**src/hw/rtl/bta_pkg.sv**
```systemverilog
// Shared types, constants and helper functions of the boundary-tag heap allocator.
// Depends on nothing; bta_ctrl and the top level import it.
`default_nettype none
package bta_pkg;

    localparam int ARENA_UNITS = 4096;
    localparam int AW          = 12;     // unit index width
    localparam int NUM_BINS    = 100;
    localparam int BIN_TOTAL   = 2 * NUM_BINS;
    localparam int BW          = 8;      // bin index width
    localparam int UB_SHIFT    = 4;      // log2 of bytes per unit
    localparam int PAGE_UNITS  = 256;
    localparam int MW          = 13;     // unit count width (bytes rounded up)
    localparam int SPLIT_SLACK = 4;
    localparam int LEAD_MIN    = 3;

    typedef enum logic [1:0] {
        TS_FREE  = 2'd0,
        TS_BIN   = 2'd1,
        TS_ALLOC = 2'd2,
        TS_END   = 2'd3
    } t_tstate;

    typedef struct packed {
        logic          pc;
        t_tstate       st;
        logic [AW-1:0] size;
    } t_tag;

    localparam logic [1:0] KIND_ALLOC = 2'd0;
    localparam logic [1:0] KIND_FREE  = 2'd1;
    localparam logic [1:0] KIND_QUERY = 2'd2;

    localparam logic [1:0] STAT_OK    = 2'd0;
    localparam logic [1:0] STAT_NOMEM = 2'd1;
    localparam logic [1:0] STAT_BAD   = 2'd2;

    typedef struct packed {
        logic [1:0]    kind;
        logic [15:0]   bytes;
        logic          contig;
        logic [AW-1:0] addr;
    } t_req;

    typedef struct packed {
        logic [1:0]    status;
        logic [AW-1:0] data;
        logic [15:0]   usable;
    } t_res;

    typedef struct packed {
        logic          re;
        logic [AW-1:0] ra;
        logic          we;
        logic [AW-1:0] wa;
        t_tag          wd;
    } t_tag_cmd;

    typedef struct packed {
        logic          re;
        logic [AW-1:0] ra;
        logic          we;
        logic [AW-1:0] wa;
        logic [AW-1:0] wd;
    } t_link_cmd;

    typedef struct packed {
        logic          re;
        logic [BW-1:0] ra;
        logic          we;
        logic [BW-1:0] wa;
        logic [AW-1:0] wd;
    } t_head_cmd;

    function automatic t_tag mk_tag(input logic pc, input t_tstate st,
                                    input logic [AW-1:0] size);
        t_tag t;
        t.pc   = pc;
        t.st   = st;
        t.size = size;
        return t;
    endfunction

    function automatic t_tag tag_reset(input logic [AW-1:0] a);
        t_tag t;
        t = mk_tag(1'b0, TS_FREE, '0);
        if (a == '0) begin
            t = mk_tag(1'b0, TS_END, AW'(1));
        end else if (a == AW'(1) || a == AW'(ARENA_UNITS - 2)) begin
            t = mk_tag(1'b0, TS_FREE, AW'(ARENA_UNITS - 2));
        end else if (a == AW'(ARENA_UNITS - 1)) begin
            t = mk_tag(1'b0, TS_END, '0);
        end
        return t;
    endfunction

    // usable bytes of a span: (size - 2) units, low 16 bits
    function automatic logic [15:0] usable_of(input logic [AW-1:0] size);
        logic [15:0] u;
        u = {{(16-AW){1'b0}}, size} - 16'd2;
        return u << UB_SHIFT;
    endfunction

endpackage
`default_nettype wire

```
**src/hw/rtl/bta_ctrl.sv**
```systemverilog
// Allocator sequencer: bin pops, span scans, splits, releases and coalescing.
// Drives the tag, link and head memories; uses bta_pkg.
`default_nettype none
module bta_ctrl (
    input  wire logic              i_clk,
    input  wire logic              i_rst_n,
    input  wire logic              i_req_valid,
    output logic                   o_req_ready,
    input  wire bta_pkg::t_req     i_req,
    input  wire logic              i_cfg_we,
    input  wire logic [7:0]        i_cfg_wdata,
    output logic                   o_res_valid,
    input  wire logic              i_res_ready,
    output bta_pkg::t_res          o_res,
    output bta_pkg::t_tag_cmd      o_tag_cmd,
    input  wire bta_pkg::t_tag     i_tag_q,
    output bta_pkg::t_link_cmd     o_link_cmd,
    input  wire logic [11:0]       i_link_q,
    output bta_pkg::t_head_cmd     o_head_cmd,
    input  wire logic [11:0]       i_head_q
);
    import bta_pkg::*;

    typedef enum logic [4:0] {
        S_CLEAR, S_IDLE, S_DONE,
        S_POP_H, S_POP_L, S_POP_T, S_POP_E,
        S_SC_INIT, S_SCAN, S_FAIL,
        S_LEAD0, S_LEAD1, S_TS0, S_TS1, S_TS2, S_TS3,
        S_CO_H, S_CO_L,
        S_RL0, S_RL1, S_RL2, S_RLW,
        S_V_P, S_V_E, S_V_B, S_F_H, S_F_E
    } t_state;

    t_state              r_state, n_state;
    logic [AW-1:0]       r_clr, n_clr;
    logic [AW-1:0]       r_hint, n_hint;
    logic [7:0]          r_bpo;
    logic [BIN_TOTAL-1:0] r_valid;
    logic                r_hv;
    logic                r_retry, n_retry;
    logic                r_pop2, n_pop2;
    logic [1:0]          r_kind, n_kind;
    logic                r_contig, n_contig;
    logic [MW-1:0]       r_msu, n_msu;
    logic [MW-1:0]       r_need, n_need;
    logic [BW-1:0]       r_bi, n_bi;
    logic [AW-1:0]       r_h, n_h;
    logic [AW-1:0]       r_s, n_s;
    logic                r_pc, n_pc;
    logic [MW-1:0]       r_p, n_p;
    logic [AW-1:0]       r_first, n_first;
    logic [AW-1:0]       r_best, n_best;
    logic [AW-1:0]       r_best_sz, n_best_sz;
    logic [AW-1:0]       r_ts_p, n_ts_p;
    logic [AW-1:0]       r_ts_bs, n_ts_bs;
    logic                r_ts_pc, n_ts_pc;
    logic [AW-1:0]       r_lp, n_lp;
    logic [AW-1:0]       r_lru, n_lru;
    logic [AW-1:0]       r_rp, n_rp;
    logic [AW-1:0]       r_rend, n_rend;
    logic [AW-1:0]       r_np, n_np;
    logic [AW-1:0]       r_ne, n_ne;
    logic                r_pf, n_pf;
    logic                r_nf, n_nf;
    logic                r_rl_co, n_rl_co;
    t_tag                r_prev, n_prev;
    logic [2:0]          r_wcnt, n_wcnt;
    t_res                r_res, n_res;
    logic                valid_set;
    logic [BW-1:0]       valid_idx;

    // scan datapath
    logic [AW-1:0]       bs;
    logic [MW-1:0]       bs13;
    logic                sc_free;
    logic [AW-1:0]       sc_first;
    logic [AW-1:0]       sc_pend;
    logic [7:0]          sc_off;
    logic [8:0]          sc_ru;
    logic [8:0]          sc_ru2;
    logic [AW-1:0]       sc_bsm2;
    logic [7:0]          sc_off2;
    logic [8:0]          sc_rem2;
    logic                sc_lead;
    // take datapath
    logic                ts_split;
    logic [AW-1:0]       ts_e;
    logic [AW-1:0]       ts_end;
    logic [AW-1:0]       ts_rem;
    logic [MW-1:0]       msu_in;
    logic [BW-1:0]       bin_in;
    logic [AW-1:0]       h_sel;
    logic [BW-1:0]       co_sz;

    assign o_req_ready = (r_state == S_IDLE);
    assign o_res_valid = (r_state == S_DONE);
    assign o_res       = r_res;

    assign bs       = i_tag_q.size;
    assign bs13     = {1'b0, bs};
    assign sc_free  = (i_tag_q.st == TS_FREE);
    assign sc_first = (r_first == '0) ? r_p[AW-1:0] : r_first;
    assign sc_pend  = r_p[AW] ? AW'(ARENA_UNITS - 1) : r_p[AW-1:0];
    assign sc_off   = r_bpo + r_p[7:0] + 8'd1;
    assign sc_ru    = 9'(PAGE_UNITS) - {1'b0, sc_off};
    assign sc_ru2   = (sc_ru < 9'(LEAD_MIN)) ? 9'(LEAD_MIN) : sc_ru;
    assign sc_bsm2  = bs - AW'(2);
    assign sc_off2  = sc_off + sc_ru2[7:0];
    assign sc_rem2  = 9'(PAGE_UNITS) - {1'b0, sc_off2};
    assign sc_lead  = (sc_bsm2 > {3'b0, sc_ru2})
                   && ({1'b0, sc_bsm2 - {3'b0, sc_ru2}} >= r_msu)
                   && ({4'b0, sc_rem2} >= r_msu);

    assign ts_split = ({1'b0, r_ts_bs} > (r_need + MW'(SPLIT_SLACK)));
    assign ts_e     = r_ts_p + r_need[AW-1:0] - AW'(1);
    assign ts_end   = r_ts_p + r_ts_bs - AW'(1);
    assign ts_rem   = r_ts_bs - r_need[AW-1:0];

    assign msu_in = MW'(({1'b0, i_req.bytes} + 17'd15) >> UB_SHIFT);
    assign bin_in = i_req.contig ? BW'(msu_in + MW'(NUM_BINS - 1)) : BW'(msu_in - MW'(1));
    assign h_sel  = r_hv ? i_head_q : '0;
    assign co_sz  = ((r_bi >= BW'(NUM_BINS)) ? (r_bi - BW'(NUM_BINS)) : r_bi) + BW'(3);

    always_comb begin
        n_state   = r_state;   n_clr    = r_clr;     n_hint  = r_hint;
        n_retry   = r_retry;   n_pop2   = r_pop2;    n_kind  = r_kind;
        n_contig  = r_contig;  n_msu    = r_msu;     n_need  = r_need;
        n_bi      = r_bi;      n_h      = r_h;       n_s     = r_s;
        n_pc      = r_pc;      n_p      = r_p;       n_first = r_first;
        n_best    = r_best;    n_best_sz = r_best_sz;
        n_ts_p    = r_ts_p;    n_ts_bs  = r_ts_bs;   n_ts_pc = r_ts_pc;
        n_lp      = r_lp;      n_lru    = r_lru;     n_rp    = r_rp;
        n_rend    = r_rend;    n_np     = r_np;      n_ne    = r_ne;
        n_pf      = r_pf;      n_nf     = r_nf;      n_rl_co = r_rl_co;
        n_prev    = r_prev;    n_wcnt   = r_wcnt;    n_res   = r_res;
        valid_set = 1'b0;      valid_idx = r_bi;
        o_tag_cmd  = '0;
        o_link_cmd = '0;
        o_head_cmd = '0;

        case (r_state)
            S_CLEAR: begin
                o_tag_cmd.we = 1'b1;
                o_tag_cmd.wa = r_clr;
                o_tag_cmd.wd = tag_reset(r_clr);
                n_clr = r_clr + AW'(1);
                if (r_clr == AW'(ARENA_UNITS - 1)) begin
                    n_state = S_IDLE;
                end
            end
            S_IDLE: begin
                if (i_req_valid) begin
                    n_kind   = i_req.kind;
                    n_contig = i_req.contig;
                    n_msu    = msu_in;
                    n_need   = msu_in + MW'(2);
                    n_retry  = 1'b0;
                    n_res    = '{status: STAT_BAD, data: '0, usable: '0};
                    n_state  = S_DONE;
                    case (i_req.kind)
                        KIND_ALLOC: begin
                            if (msu_in == '0) begin
                                n_state = S_DONE;
                            end else if (msu_in <= MW'(NUM_BINS)) begin
                                n_bi  = bin_in;
                                n_pop2 = !i_req.contig;
                                o_head_cmd.re = 1'b1;
                                o_head_cmd.ra = bin_in;
                                n_state = S_POP_H;
                            end else begin
                                n_state = S_SC_INIT;
                            end
                        end
                        KIND_FREE, KIND_QUERY: begin
                            if (i_req.addr >= AW'(2)) begin
                                n_rp = i_req.addr - AW'(1);
                                o_tag_cmd.re = 1'b1;
                                o_tag_cmd.ra = i_req.addr - AW'(1);
                                n_state = S_V_P;
                            end
                        end
                        default: n_state = S_DONE;
                    endcase
                end
            end
            S_DONE: begin
                if (i_res_ready) begin
                    n_state = S_IDLE;
                end
            end
            // lookaside pop
            S_POP_H: begin
                if (h_sel != '0) begin
                    n_h = h_sel;
                    o_link_cmd.re = 1'b1;
                    o_link_cmd.ra = h_sel;
                    n_state = S_POP_L;
                end else if (r_pop2) begin
                    n_pop2 = 1'b0;
                    n_bi   = r_bi + BW'(NUM_BINS);
                    o_head_cmd.re = 1'b1;
                    o_head_cmd.ra = r_bi + BW'(NUM_BINS);
                end else begin
                    n_state = S_SC_INIT;
                end
            end
            S_POP_L: begin
                o_head_cmd.we = 1'b1;
                o_head_cmd.wa = r_bi;
                o_head_cmd.wd = i_link_q;
                o_tag_cmd.re  = 1'b1;
                o_tag_cmd.ra  = r_h;
                n_state = S_POP_T;
            end
            S_POP_T: begin
                o_tag_cmd.we = 1'b1;
                o_tag_cmd.wa = r_h;
                o_tag_cmd.wd = mk_tag(i_tag_q.pc, TS_ALLOC, i_tag_q.size);
                n_s = i_tag_q.size;
                n_state = S_POP_E;
            end
            S_POP_E: begin
                if (({1'b0, r_h} + r_need - MW'(1)) < MW'(ARENA_UNITS)) begin
                    o_tag_cmd.we = 1'b1;
                    o_tag_cmd.wa = r_h + r_need[AW-1:0] - AW'(1);
                    o_tag_cmd.wd = mk_tag(1'b0, TS_ALLOC, r_need[AW-1:0]);
                end
                n_res   = '{status: STAT_OK, data: r_h + AW'(1), usable: usable_of(r_s)};
                n_state = S_DONE;
            end
            // span scan from the hint
            S_SC_INIT: begin
                if (r_contig && r_msu > MW'(PAGE_UNITS)) begin
                    n_state = S_FAIL;
                end else begin
                    n_p     = {1'b0, r_hint};
                    n_first = '0;
                    n_best  = '0;
                    o_tag_cmd.re = 1'b1;
                    o_tag_cmd.ra = r_hint;
                    n_state = S_SCAN;
                end
            end
            S_SCAN: begin
                n_p = r_p + bs13;
                o_tag_cmd.re = 1'b1;
                o_tag_cmd.ra = r_p[AW-1:0] + bs;
                if (r_p[AW] || bs == '0) begin
                    o_tag_cmd.re = 1'b0;
                    n_hint = (r_first != '0) ? r_first : sc_pend;
                    if (!r_contig && r_best != '0) begin
                        n_ts_p  = r_best;
                        n_ts_bs = r_best_sz;
                        n_ts_pc = 1'b0;
                        n_state = S_TS0;
                    end else begin
                        n_state = S_FAIL;
                    end
                end else if (sc_free) begin
                    n_first = sc_first;
                    if (!r_contig) begin
                        if (bs13 == r_need) begin
                            o_tag_cmd.re = 1'b0;
                            n_hint  = sc_first;
                            n_ts_p  = r_p[AW-1:0];
                            n_ts_bs = bs;
                            n_ts_pc = 1'b0;
                            n_state = S_TS0;
                        end else if (bs13 > r_need && (r_best == '0 || bs < r_best_sz)) begin
                            n_best    = r_p[AW-1:0];
                            n_best_sz = bs;
                        end
                    end else if (bs13 >= r_need) begin
                        if ({4'b0, sc_ru} >= r_msu) begin
                            o_tag_cmd.re = 1'b0;
                            n_hint  = sc_first;
                            n_ts_p  = r_p[AW-1:0];
                            n_ts_bs = bs;
                            n_ts_pc = 1'b1;
                            n_state = S_TS0;
                        end else if (sc_lead) begin
                            // split off a leading free fragment
                            o_tag_cmd.re = 1'b0;
                            n_hint  = sc_first;
                            n_lp    = r_p[AW-1:0];
                            n_lru   = {3'b0, sc_ru2};
                            n_ts_p  = r_p[AW-1:0] + {3'b0, sc_ru2};
                            n_ts_bs = bs - {3'b0, sc_ru2};
                            n_ts_pc = 1'b1;
                            n_state = S_LEAD0;
                        end
                    end
                end
            end
            S_FAIL: begin
                if (!r_retry) begin
                    n_retry = 1'b1;
                    n_bi    = '0;
                    o_head_cmd.re = 1'b1;
                    o_head_cmd.ra = '0;
                    n_state = S_CO_H;
                end else begin
                    n_res   = '{status: STAT_NOMEM, data: '0, usable: '0};
                    n_state = S_DONE;
                end
            end
            S_LEAD0: begin
                o_tag_cmd.we = 1'b1;
                o_tag_cmd.wa = r_ts_p - AW'(1);
                o_tag_cmd.wd = mk_tag(1'b0, TS_FREE, r_lru);
                n_state = S_LEAD1;
            end
            S_LEAD1: begin
                o_tag_cmd.we = 1'b1;
                o_tag_cmd.wa = r_lp;
                o_tag_cmd.wd = mk_tag(1'b0, TS_FREE, r_lru);
                n_state = S_TS0;
            end
            // take a span, splitting off the tail when enough is left
            S_TS0: begin
                o_tag_cmd.we = 1'b1;
                o_tag_cmd.wa = ts_end;
                o_tag_cmd.wd = ts_split ? mk_tag(1'b0, TS_FREE, ts_rem)
                                        : mk_tag(1'b0, TS_ALLOC, r_ts_bs);
                n_state = S_TS1;
            end
            S_TS1: begin
                o_tag_cmd.we = 1'b1;
                if (ts_split) begin
                    o_tag_cmd.wa = ts_e + AW'(1);
                    o_tag_cmd.wd = mk_tag(1'b0, TS_FREE, ts_rem);
                    n_state = S_TS2;
                end else begin
                    o_tag_cmd.wa = r_ts_p;
                    o_tag_cmd.wd = mk_tag(r_ts_pc, TS_ALLOC, r_ts_bs);
                    n_res   = '{status: STAT_OK, data: r_ts_p + AW'(1),
                                usable: usable_of(r_ts_bs)};
                    n_state = S_DONE;
                end
            end
            S_TS2: begin
                o_tag_cmd.we = 1'b1;
                o_tag_cmd.wa = ts_e;
                o_tag_cmd.wd = mk_tag(1'b0, TS_ALLOC, r_need[AW-1:0]);
                n_state = S_TS3;
            end
            S_TS3: begin
                o_tag_cmd.we = 1'b1;
                o_tag_cmd.wa = r_ts_p;
                o_tag_cmd.wd = mk_tag(r_ts_pc, TS_ALLOC, r_need[AW-1:0]);
                n_res   = '{status: STAT_OK, data: r_ts_p + AW'(1),
                            usable: usable_of(r_need[AW-1:0])};
                n_state = S_DONE;
            end
            // drain every bin back into the arena
            S_CO_H: begin
                if (h_sel != '0) begin
                    n_h = h_sel;
                    o_link_cmd.re = 1'b1;
                    o_link_cmd.ra = h_sel;
                    n_state = S_CO_L;
                end else if (r_bi == BW'(BIN_TOTAL - 1)) begin
                    n_hint  = AW'(1);
                    n_state = S_SC_INIT;
                end else begin
                    n_bi = r_bi + BW'(1);
                    o_head_cmd.re = 1'b1;
                    o_head_cmd.ra = r_bi + BW'(1);
                end
            end
            S_CO_L: begin
                o_head_cmd.we = 1'b1;
                o_head_cmd.wa = r_bi;
                o_head_cmd.wd = i_link_q;
                n_rp    = r_h;
                n_rend  = r_h + {{(AW-BW){1'b0}}, co_sz} - AW'(1);
                n_rl_co = 1'b1;
                n_state = S_RL0;
            end
            // release: merge with free neighbors
            S_RL0: begin
                o_tag_cmd.re = 1'b1;
                o_tag_cmd.ra = r_rp - AW'(1);
                n_state = S_RL1;
            end
            S_RL1: begin
                n_prev = i_tag_q;
                o_tag_cmd.re = 1'b1;
                o_tag_cmd.ra = r_rend + AW'(1);
                n_state = S_RL2;
            end
            S_RL2: begin
                n_pf   = (r_prev.st == TS_FREE);
                n_nf   = (i_tag_q.st == TS_FREE);
                n_np   = (r_prev.st == TS_FREE) ? (r_rp - r_prev.size) : r_rp;
                n_ne   = (i_tag_q.st == TS_FREE) ? (r_rend + i_tag_q.size) : r_rend;
                n_wcnt = '0;
                n_state = S_RLW;
            end
            S_RLW: begin
                n_wcnt = r_wcnt + 3'd1;
                o_tag_cmd.wd = mk_tag(1'b0, TS_FREE, '0);
                case (r_wcnt)
                    3'd0: begin
                        o_tag_cmd.we = r_pf;
                        o_tag_cmd.wa = r_rp - AW'(1);
                    end
                    3'd1: begin
                        o_tag_cmd.we = r_pf;
                        o_tag_cmd.wa = r_rp;
                    end
                    3'd2: begin
                        o_tag_cmd.we = r_nf;
                        o_tag_cmd.wa = r_rend;
                    end
                    3'd3: begin
                        o_tag_cmd.we = r_nf;
                        o_tag_cmd.wa = r_rend + AW'(1);
                    end
                    3'd4: begin
                        o_tag_cmd.we = 1'b1;
                        o_tag_cmd.wa = r_np;
                        o_tag_cmd.wd = mk_tag(1'b0, TS_FREE, r_ne + AW'(1) - r_np);
                    end
                    default: begin
                        o_tag_cmd.we = 1'b1;
                        o_tag_cmd.wa = r_ne;
                        o_tag_cmd.wd = mk_tag(1'b0, TS_FREE, r_ne + AW'(1) - r_np);
                        if (r_rl_co) begin
                            o_head_cmd.re = 1'b1;
                            o_head_cmd.ra = r_bi;
                            n_state = S_CO_H;
                        end else begin
                            if (r_hint > r_rp) begin
                                n_hint = r_rp;
                            end
                            n_state = S_DONE;
                        end
                    end
                endcase
            end
            // free and query: check both tags and the unit before
            S_V_P: begin
                n_s  = i_tag_q.size;
                n_pc = i_tag_q.pc;
                if (i_tag_q.st == TS_ALLOC && i_tag_q.size >= AW'(3)
                        && i_tag_q.size <= (AW'(ARENA_UNITS - 1) - r_rp)) begin
                    o_tag_cmd.re = 1'b1;
                    o_tag_cmd.ra = r_rp + i_tag_q.size - AW'(1);
                    n_state = S_V_E;
                end else begin
                    n_state = S_DONE;
                end
            end
            S_V_E: begin
                if (i_tag_q.st == TS_ALLOC && i_tag_q.size == r_s) begin
                    o_tag_cmd.re = 1'b1;
                    o_tag_cmd.ra = r_rp - AW'(1);
                    n_state = S_V_B;
                end else begin
                    n_state = S_DONE;
                end
            end
            S_V_B: begin
                n_state = S_DONE;
                if (i_tag_q.size != '0) begin
                    n_res = '{status: STAT_OK, data: '0, usable: usable_of(r_s)};
                    if (r_kind == KIND_FREE) begin
                        if (r_s <= AW'(NUM_BINS + 2)) begin
                            n_bi = BW'(r_s - AW'(3)) + (r_pc ? BW'(NUM_BINS) : BW'(0));
                            o_head_cmd.re = 1'b1;
                            o_head_cmd.ra = BW'(r_s - AW'(3)) + (r_pc ? BW'(NUM_BINS) : BW'(0));
                            n_state = S_F_H;
                        end else begin
                            n_rend  = r_rp + r_s - AW'(1);
                            n_rl_co = 1'b0;
                            n_state = S_RL0;
                        end
                    end
                end
            end
            S_F_H: begin
                o_link_cmd.we = 1'b1;
                o_link_cmd.wa = r_rp;
                o_link_cmd.wd = h_sel;
                o_tag_cmd.we  = 1'b1;
                o_tag_cmd.wa  = r_rp;
                o_tag_cmd.wd  = mk_tag(r_pc, TS_BIN, r_s);
                n_state = S_F_E;
            end
            S_F_E: begin
                o_tag_cmd.we  = 1'b1;
                o_tag_cmd.wa  = r_rp + r_s - AW'(1);
                o_tag_cmd.wd  = mk_tag(1'b0, TS_BIN, r_s);
                o_head_cmd.we = 1'b1;
                o_head_cmd.wa = r_bi;
                o_head_cmd.wd = r_rp;
                valid_set = 1'b1;
                valid_idx = r_bi;
                n_state = S_DONE;
            end
            default: n_state = S_IDLE;
        endcase
    end

    always_ff @(posedge i_clk) begin
        if (!i_rst_n) begin
            r_state <= S_CLEAR;
            r_clr   <= '0;
            r_hint  <= AW'(1);
            r_bpo   <= '0;
            r_valid <= '0;
            r_retry <= 1'b0;
            r_pop2  <= 1'b0;
            r_wcnt  <= '0;
        end else begin
            r_state <= n_state;
            r_clr   <= n_clr;
            r_hint  <= n_hint;
            r_retry <= n_retry;
            r_pop2  <= n_pop2;
            r_wcnt  <= n_wcnt;
            if (i_cfg_we) begin
                r_bpo <= i_cfg_wdata;
            end
            if (valid_set) begin
                r_valid[valid_idx] <= 1'b1;
            end
        end
        // a head entry that was never written reads as an empty bin
        r_hv      <= r_valid[o_head_cmd.ra];
        r_kind    <= n_kind;    r_contig  <= n_contig;  r_msu   <= n_msu;
        r_need    <= n_need;    r_bi      <= n_bi;      r_h     <= n_h;
        r_s       <= n_s;       r_pc      <= n_pc;      r_p     <= n_p;
        r_first   <= n_first;   r_best    <= n_best;    r_best_sz <= n_best_sz;
        r_ts_p    <= n_ts_p;    r_ts_bs   <= n_ts_bs;   r_ts_pc <= n_ts_pc;
        r_lp      <= n_lp;      r_lru     <= n_lru;     r_rp    <= n_rp;
        r_rend    <= n_rend;    r_np      <= n_np;      r_ne    <= n_ne;
        r_pf      <= n_pf;      r_nf      <= n_nf;      r_rl_co <= n_rl_co;
        r_prev    <= n_prev;    r_res     <= n_res;
    end
endmodule
`default_nettype wire

```
**config.mk**
```make
export PLATFORM = sky130hd
export DESIGN_NAME = bta_ctrl
export DESIGN_NICKNAME = d
export VERILOG_FILES = /design/src/hw/rtl/bta_pkg.sv /design/src/hw/rtl/bta_ctrl.sv
export SDC_FILE = /design/constraint.sdc
export NUM_CORES = 2
export LEC_CHECK = 0
export BUFFER_PORTS_ARGS = -buffer_cell sky130_fd_sc_hd__clkbuf_2
export CAP_MARGIN = 20
export CORE_MARGIN = 3
export CORE_UTILIZATION = 64
export CTS_BUF_LIST = sky130_fd_sc_hd__clkbuf_8
export DETAILED_ROUTE_END_ITERATION = 8
export MAX_ROUTING_LAYER = met4
export PLACE_DENSITY = 0.81
export SYNTH_ARGS = -nofsm -noshare
export SYNTH_HDL_FRONTEND = slang
export SYNTH_SLANG_ARGS = --single-unit
```
**constraint.sdc**
```tcl
create_clock -name i_clk -period 12.55 [get_ports i_clk]
set_clock_uncertainty 0.2 [all_clocks]
set_input_delay 1.255 -clock i_clk [delete_from_list [all_inputs] [get_ports i_clk]]
set_output_delay 1.255 -clock i_clk [all_outputs]
set_load 0.05 [all_outputs]
```
==> reports/metrics.cfg <==
[outcome]
outcome = complete, but fails checks
violations = design-rule violations

[drt]
antenna_left = 0
drcViolationCount = 19
drt_iter0_drc = 5552
firstDrtPassIters = 9
wl_per_cell_microns = 25.5
vias = 37600
drt-total-wl_microns = 147000
vias_per_cell = 6.52

[placement]
gp_congestion = 1.11
placed_cells = 5589
dp_slack_ns = 2.22
io_buffers = 219
dp_hpwl_microns = 110000
postPlaceCellArea_sq_um = 39400

[worst_setup_path]
critPathLaunch = r_p[0]$_DFFE_PP_
crit_fanout = 7
cp-endpoint = o_tag_cmd[40]
endpoint_kind = output pin
slowest_delay_ns = 0.76
reg2reg_slack_ns = 2.85
r2r_start = r_p[0]$_DFFE_PP_
r2r_end = r_hint[2]$_SDFFE_PN0P_
cp_common_cell = o21ai_0
worstSetupStartpointType = flop
cp.required_ns = 11.10
cp.arrival_ns = 9.87
setup.worst_path.class = flop to output pin
cp_slowest_cell = a221oi_1
worst_r2r_path_depth = 32

[synth]
synth_warnings = 0
avgSynthCellArea_sq_um = 7.92
ys_seq_area_share_pct = 32.6
synth_edf_count = 247
syn_inst = 4757
synth_cell_types = 84
synthArstFlopShare_pct = 0
synth-seq-cells = 490
synth_ff_type = edfxtp_1
synth.cell_area_sq_um = 37700

[floorplan]
dieArea_sq_um = 61800
top_level_ports = 224
die_h_microns = 249
dieWidth_microns = 249
initial_core_util_pct = 65.1
core_sq_um = 57900
fp-row-count = 88

[clock_tree]
clockRootBuffer = clkbuf_8
cts_tree = built
post_cts_resized = 0
cts.sinks = 490
path_clk_slew_ns = 0.06
cts_buffers = 83
insertion_delay_ns = 0.73
cts_hold_buf = 0
clockBufferDepth = 3
htreeDepth = 3
postCtsSetupBuffers = 0

[sta]
finalCriticalPeriod_ns = 11.33
setup_tns_ns = 0
hold_viol = 0
rsz0062_at_grt = no
slew_viol_final = 0
min_period_over_period_pct = 90.2
setup_ws_ns = 1.22
worst_pin_slew_ns = 1.07
timing.fmax_mhz = 88.3
hold_ws_ns = 0.263
slew_headroom_pct = 27.1
setup_viol = 0

[cells_and_area]
drive_above_1_share_pct = 9.14
final.fill_count = 4796
nNetsFinal = 5382
finalNonFillerCells = 5756
area_growth_syn_to_layout_pct = 9.17
final_common_cell = nor2_1
multiInputGateArea_sq_um = 23000
final_cell_mix = nor2_1 (927), nand2_1 (488), inv_1 (443)
stdcell_area_sq_um = 41100
fin_util_pct = 71.0
regArea_sq_um = 12300

[grt]
grt_pass1_vias = 34500
antenna_found_initial = 11
grt_pass1_wl_microns = 216000
track_usage_pct = 47.1
globalRouteOverflowTotal = 0
grt_max_degree = 120

[power_and_ir_drop]
p_leak_nw = 17.7
p_total_mw = 3.67
ir_drop_uv = 115
p_per_area_nw_per_um2 = 89.2

[run]
drv_cap = 0

[worst_hold_path]
hold_path_class = flop to flop

[sequential cells by signal (all words and copies together), names as in the netlist, 13 cells and up]
signal / flops
o_res: 26
r_prev: 14
r_p: 13
r_valid: 200
r_msu: 13
[how the worst min path moves through the flow]
stage                                    from                         to  cells past startpoint
floorplan           r_valid[116]$_SDFFE_PN0P_  r_valid[116]$_SDFFE_PN0P_                      2
global placement     r_valid[38]$_SDFFE_PN0P_   r_valid[38]$_SDFFE_PN0P_                      2
CTS                  r_valid[39]$_SDFFE_PN0P_   r_valid[39]$_SDFFE_PN0P_                      2
finish               r_valid[39]$_SDFFE_PN0P_   r_valid[39]$_SDFFE_PN0P_                      2
global route        r_valid[131]$_SDFFE_PN0P_  r_valid[131]$_SDFFE_PN0P_                      2
detailed placement   r_valid[39]$_SDFFE_PN0P_   r_valid[39]$_SDFFE_PN0P_                      2
[layer usage]
metal	vias to the layer above	GRT usage (%)	wire length [microns]
li1	16800	-	-
met3	616	17.0	22700
met2	2786	65.8	60400
met5	-	-	0
met1	17400	58.0	53100
met4	0	29.0	10600
[power breakdown]
group	switching (mW)	total [mW]	internal (mW)
Sequential	0.00283	1.68	1.68
Combinational	0.319	0.514	0.195
Clock	0.726	1.47	0.744
Total	1.05	3.67	2.62
[cells by family (layout without fill, tap and decap cells)]
kind of cell	count (synthesis)	count (layout)	synth area share [%]
simple gates	1905	1905	21.8
compound gates	959	959	16.8
buf+inv	639	855	6.62
flops	490	490	32.6
fa+ha+maj	385	385	13.1
xor+xnor	310	310	7.28
mux	68	68	1.83
other cells	1	19	0.00995
[synth_stat cells, types with 21 or more instances]
cell	n	share of area, %
o21a_1	27	0.54
or2_2	28	0.46
edfxtp_1	247	20
a211oi_1	28	0.56
a22oi_1	37	0.74
a21oi_1	240	3.2
ha_1	370	12
xor2_1	92	2.1
nand3_1	141	1.9
buf_2	26	0.35
mux2i_1	61	1.6
nor2b_1	45	0.75
inv_1	418	4.2
a21o_1	55	1.1
nand2b_1	25	0.42
o211ai_1	24	0.48
o21bai_1	58	1.2
and3_1	54	0.90
nand4_1	30	0.50
nor3_1	65	0.86
o22ai_1	47	0.78
dfxtp_1	243	13
nor2_1	930	9.3
o21ai_0	191	2.5
nand2_1	488	4.9
o31ai_1	21	0.42
clkbuf_1	162	1.6
a31oi_1	29	0.48
nor4_1	41	0.68
a221oi_1	25	0.58
o221ai_1	24	0.56
xnor2_1	216	5.0
[critical path: cells and delay by family, from the launching register on]
kind / cells / cell delay (ns)
xor+xnor: 3 / 0.89
fa+ha+maj: 5 / 1.71
flops: 1 / 0.51
compound gates: 14 / 4.11
buf+inv: 3 / 0.54
simple gates: 6 / 1.42
[final cells by class]
class                   instances  share of cell area, %
clock buffers                  95                   3.18
multi-input cells            3631                   55.8
repair buffers                284                   4.00
diodes                         15                 0.0913
flip-flops and latches        490                   29.9
clock inverters                52                  0.812
inverters                     424                   3.89
well taps                     765                   2.33
Power figures use the tool's default switching activity.
